[src/rtl/cpft_pkg.sv]
// Package for the collision pair filter table: sizes, request codes, types.
// No dependencies.
`timescale 1ns / 1ps
package cpft_pkg;
  localparam int TableDepth = 64;
  localparam int IdxW = $clog2(TableDepth);
  localparam int CntW = 7;
  localparam int KeyW = 64;

  // Fallback mode register codes
  localparam logic [1:0] MODE_AND       = 2'd0;
  localparam logic [1:0] MODE_OR        = 2'd1;
  localparam logic [1:0] MODE_NONE      = 2'd2;
  localparam logic [1:0] MODE_ALSO_NONE = 2'd3;

  typedef enum logic [1:0] {
    REQ_SET    = 2'd0,
    REQ_REMOVE = 2'd1,
    REQ_QUERY  = 2'd2,
    REQ_CLEAR  = 2'd3
  } req_e;

  typedef enum logic [1:0] {
    ST_IDLE,
    ST_LOOK,
    ST_OUT
  } state_e;

  // controller -> datapath
  typedef struct packed {
    logic load;
    logic exec;
  } cmd_t;

  // datapath -> controller (unused fields kept minimal)
  typedef struct packed {
    logic busy;
  } sts_t;
endpackage

[src/rtl/cpft_ctrl.sv]
// Controller state machine for the collision pair filter table.
// Depends on cpft_pkg.
`timescale 1ns / 1ps
module cpft_ctrl (
  input  logic          clk_i,
  input  logic          rst_ni,
  input  logic          in_valid_i,
  output logic          in_ready_o,
  output logic          out_valid_o,
  input  logic          out_ready_i,
  output cpft_pkg::cmd_t cmd_o
);
  import cpft_pkg::*;
  state_e state_q, state_d;

  always_comb begin
    state_d = state_q;
    unique case (state_q)
      ST_IDLE: if (in_valid_i) state_d = ST_LOOK;
      ST_LOOK: state_d = ST_OUT;
      ST_OUT:  if (out_ready_i) state_d = in_valid_i ? ST_LOOK : ST_IDLE;
      default: state_d = ST_IDLE;
    endcase
  end

  always_comb begin
    in_ready_o  = 1'b0;
    out_valid_o = 1'b0;
    cmd_o       = '0;
    unique case (state_q)
      ST_IDLE: begin
        in_ready_o = 1'b1;
        cmd_o.load = in_valid_i;
      end
      ST_LOOK: cmd_o.exec = 1'b1;
      ST_OUT: begin
        out_valid_o = 1'b1;
        in_ready_o  = out_ready_i;
        cmd_o.load  = out_ready_i & in_valid_i;
      end
      default: ;
    endcase
  end

  always_ff @(posedge clk_i or negedge rst_ni) begin
    if (!rst_ni) state_q <= ST_IDLE;
    else state_q <= state_d;
  end
endmodule

[config.mk]
export PLATFORM = sky130hd
export DESIGN_NAME = cpft_ctrl
export DESIGN_NICKNAME = d
export VERILOG_FILES = /design/src/rtl/cpft_pkg.sv /design/src/rtl/cpft_ctrl.sv
export SDC_FILE = /design/constraint.sdc
export NUM_CORES = 1
export LEC_CHECK = 0
export ABC_AREA = 1
export BUFFER_PORTS_ARGS = -buffer_cell sky130_fd_sc_hd__buf_2
export CAP_MARGIN = 20
export CORE_AREA = 3 3 40 42
export CTS_CLUSTER_SIZE = 28
export DETAILED_ROUTE_END_ITERATION = 7
export DIE_AREA = 0 0 43 45
export GPL_ROUTABILITY_DRIVEN = 0
export MAX_ROUTING_LAYER = met4
export PLACE_DENSITY_LB_ADDON = 0.25
export SLEW_MARGIN = 15
export SYNTH_ARGS = -nofsm -noshare
export SYNTH_HDL_FRONTEND = slang
export SYNTH_SLANG_ARGS = --single-unit
[constraint.sdc]
create_clock -name clk_i -period 0.8 [get_ports clk_i]
set_input_delay 0.08 -clock clk_i [delete_from_list [all_inputs] [get_ports clk_i]]
set_output_delay 0.08 -clock clk_i [all_outputs]
set_load 0.005 [all_outputs]
==> results.cfg <==
[status]
status = finished, violations left
violations = setup timing

[sta]
period_minus_slack_ns = 1.03
holdWs_ns = 0.0932
slew_violations = 0
finalCritPeriodShare = 1.29
clock_skew_ns = 0.00249
fin_ws_ns = -0.232
max_freq_mhz = 969
setup_viol_count_final = 5
timing.setup.tns_ns = -0.872
relSlewSlack = 0.934
tightest_slew_ns = 0.0987
hold_violations = 0
rsz0062_at_grt = true

[floorplan]
start_util = 0.0896
io_pins = 8
dieArea_um2 = 1940
die_w_um = 43
core-area_um2 = 1280
std_cell_rows = 13
die_y_um = 45

[layout]
postLayoutCellArea_um2 = 239
diodes = 0
seqCellArea_um2 = 50.0
largestRegisters = state_q x2
fill_cells = 153
final_nets = 37
drive_above_1_share = 0.613
synthToLayoutAreaGrowth_pct = 108
largest_reg_flops = 2
top_register = state_q
multi_input_area_um2 = 47.5

[synth]
yosys_register_bits = 2
syn_area_per_cell_um2 = 6.77
ys_warn_count = 0
synth.net_count = 21
synth_area_leaders = dfrtp_1 (43%), inv_1 (16%), nand2_1 (13%)
synth_cells = 17
yosysTopAreaCell = dfrtp_1
seq_area_frac_synth = 0.435
yosys.area.top_type_share = 0.435
synth_area_um2 = 115
synth.distinct_cells = 7

[clock_network]
clock_sinks = 2
cts_tree = yes
clk_pin_slew_ns = 0.03
clockBufferDepth = 2
clockRootBuffer = clkbuf_4
insertion_delay_ns = 0.22
cts_buffers = 3
htree_levels = 1

[pwr]
vdd_drop_max_mv = 0.402
p_per_area_nw_per_um2 = 2340
total_power_mw = 0.558
p_leak_nw = 0.138

[grt]
grt_util_met2 = 0.0359
top_usage_layer = met4
overflow = 0
track_usage = 0.0403
grt_antenna_before_repair = 0
first_global_vias = 120
grt_pass1_wl_um = 455
grt_start_max_net_pins = 4
use_met1 = 0.0386
grt_util_met3 = 0.0398

[worst_setup_path]
worst-r2r-setup-slack_ns = -0.02
worstPathMaxFanout = 3
end_kind = primary output
cp_slowest_cell = dfrtp_1
path_class = flip-flop to primary output
worstPathRequired_ns = 0.72
crit_path_start_kind = flip-flop
r2r_cells = 5
r2r_start = state_q[1]
r2r_end = state_q[1]
critical_path_arrival_ns = 0.95
slowest_delay_ns = 0.38
crit_chain = buf_4 > nor2_4 > buf_2

[routing]
wire_per_inst_um = 6.74
drtIter0Drc = 0
wl_um = 310
detail-route-antenna-nets = 0
routed-via-count = 131
dr.pass1.iters = 1
remaining_drc_errors = 0
via_per_inst = 2.85

[placed_design]
placed_cell_area_um2 = 169
port_buffers = 7
dpl.hpwl_um = 202
dpl_worst_slack_ns = -0.0239

[worst_hold_path]
holdPathEnd = state_q[0]
min-delay-path-class = input port to flip-flop
hp-start = in_valid_i
hold-path-cell-count = 3

[job]
drv_cap = 0
## timing repair
item                                    4_1_cts  5_1_grt
setup buffers                                 2        1
hold buffers                                  1        0
hold endpoints to repair                      2        0
gates cloned                                  0        0
pin swaps                                     2        0
resized for setup                             3        2
endpoints found under the setup margin        4        5
## cell usage in the layout (no fill, tap or decap)
cell type / count
dlygate4sd3_1: 1
dfrtp_1: 2
clkbuf_4: 3
nand2_1: 3
inv_2: 1
inv_1: 4
nand2_2: 1
nor2_4: 2
nor2_1: 2
buf_2: 7
inv_4: 1
buf_4: 4
## worst max-delay path: cells and delay by family (launching register included)
family | cells | cell delay [ns]
buffers and inverters | 2 | 0.26
DFF | 1 | 0.38
and+or+nand+nor | 1 | 0.09
## cells by family (layout without fill, tap and decap cells)
group	Yosys count	after routing	synth area share
buf+inv	7	21	0.261
simple gates	8	8	0.304
flops	2	2	0.435
## cells in the mapped netlist
master   count
nand2_1      4
nor2_2       2
inv_2        1
nor2_1       2
buf_4        1
inv_1        5
dfrtp_1      2
## worst max path at each step
stage                     startpoint  endpoint  slack [ns]  depth (start not counted)
after floorplan           state_q[1]  cmd_o[1]        0.09                          3
after global placement    state_q[1]  cmd_o[1]       -0.03                          4
after detailed placement  state_q[1]  cmd_o[1]       -0.02                          4
after CTS                 state_q[1]  cmd_o[0]       -0.24                          3
after global routing      state_q[1]  cmd_o[1]       -0.29                          4
final                     state_q[1]  cmd_o[0]       -0.23                          3
## routing by layer
layer | vias up | part of all wire
met5 | - | 0
met4 | 0 | 0.019
met3 | 2 | 0.17
met2 | 8 | 0.36
met1 | 48 | 0.44
li1 | 73 | -
## report_power, final
group,switching [mW],internal (mW),leakage (nW),total (mW)
logic,0.0943,0.110,0.0992,0.204
clock network,0.0555,0.165,0.0138,0.221
registers,0.0130,0.120,0.0253,0.133
## final cells by class
type | count | area share
flip-flops and latches | 2 | 0.209
multi-input cells | 8 | 0.199
inverters | 6 | 0.105
well taps | 15 | 0.0785
clock buffers | 3 | 0.0942
repair buffers | 12 | 0.314
## through the flow
| stage | utilization | std cells |
|---|---|---|
| final | 0.186 | 46 |
| after global routing | 0.186 | 46 |
| after CTS | 0.174 | 45 |
| after detailed placement | 0.131 | 39 |
| after global placement | 0.131 | 39 |
| after floorplan | - | 17 |
Power figures use the tool's default switching activity.
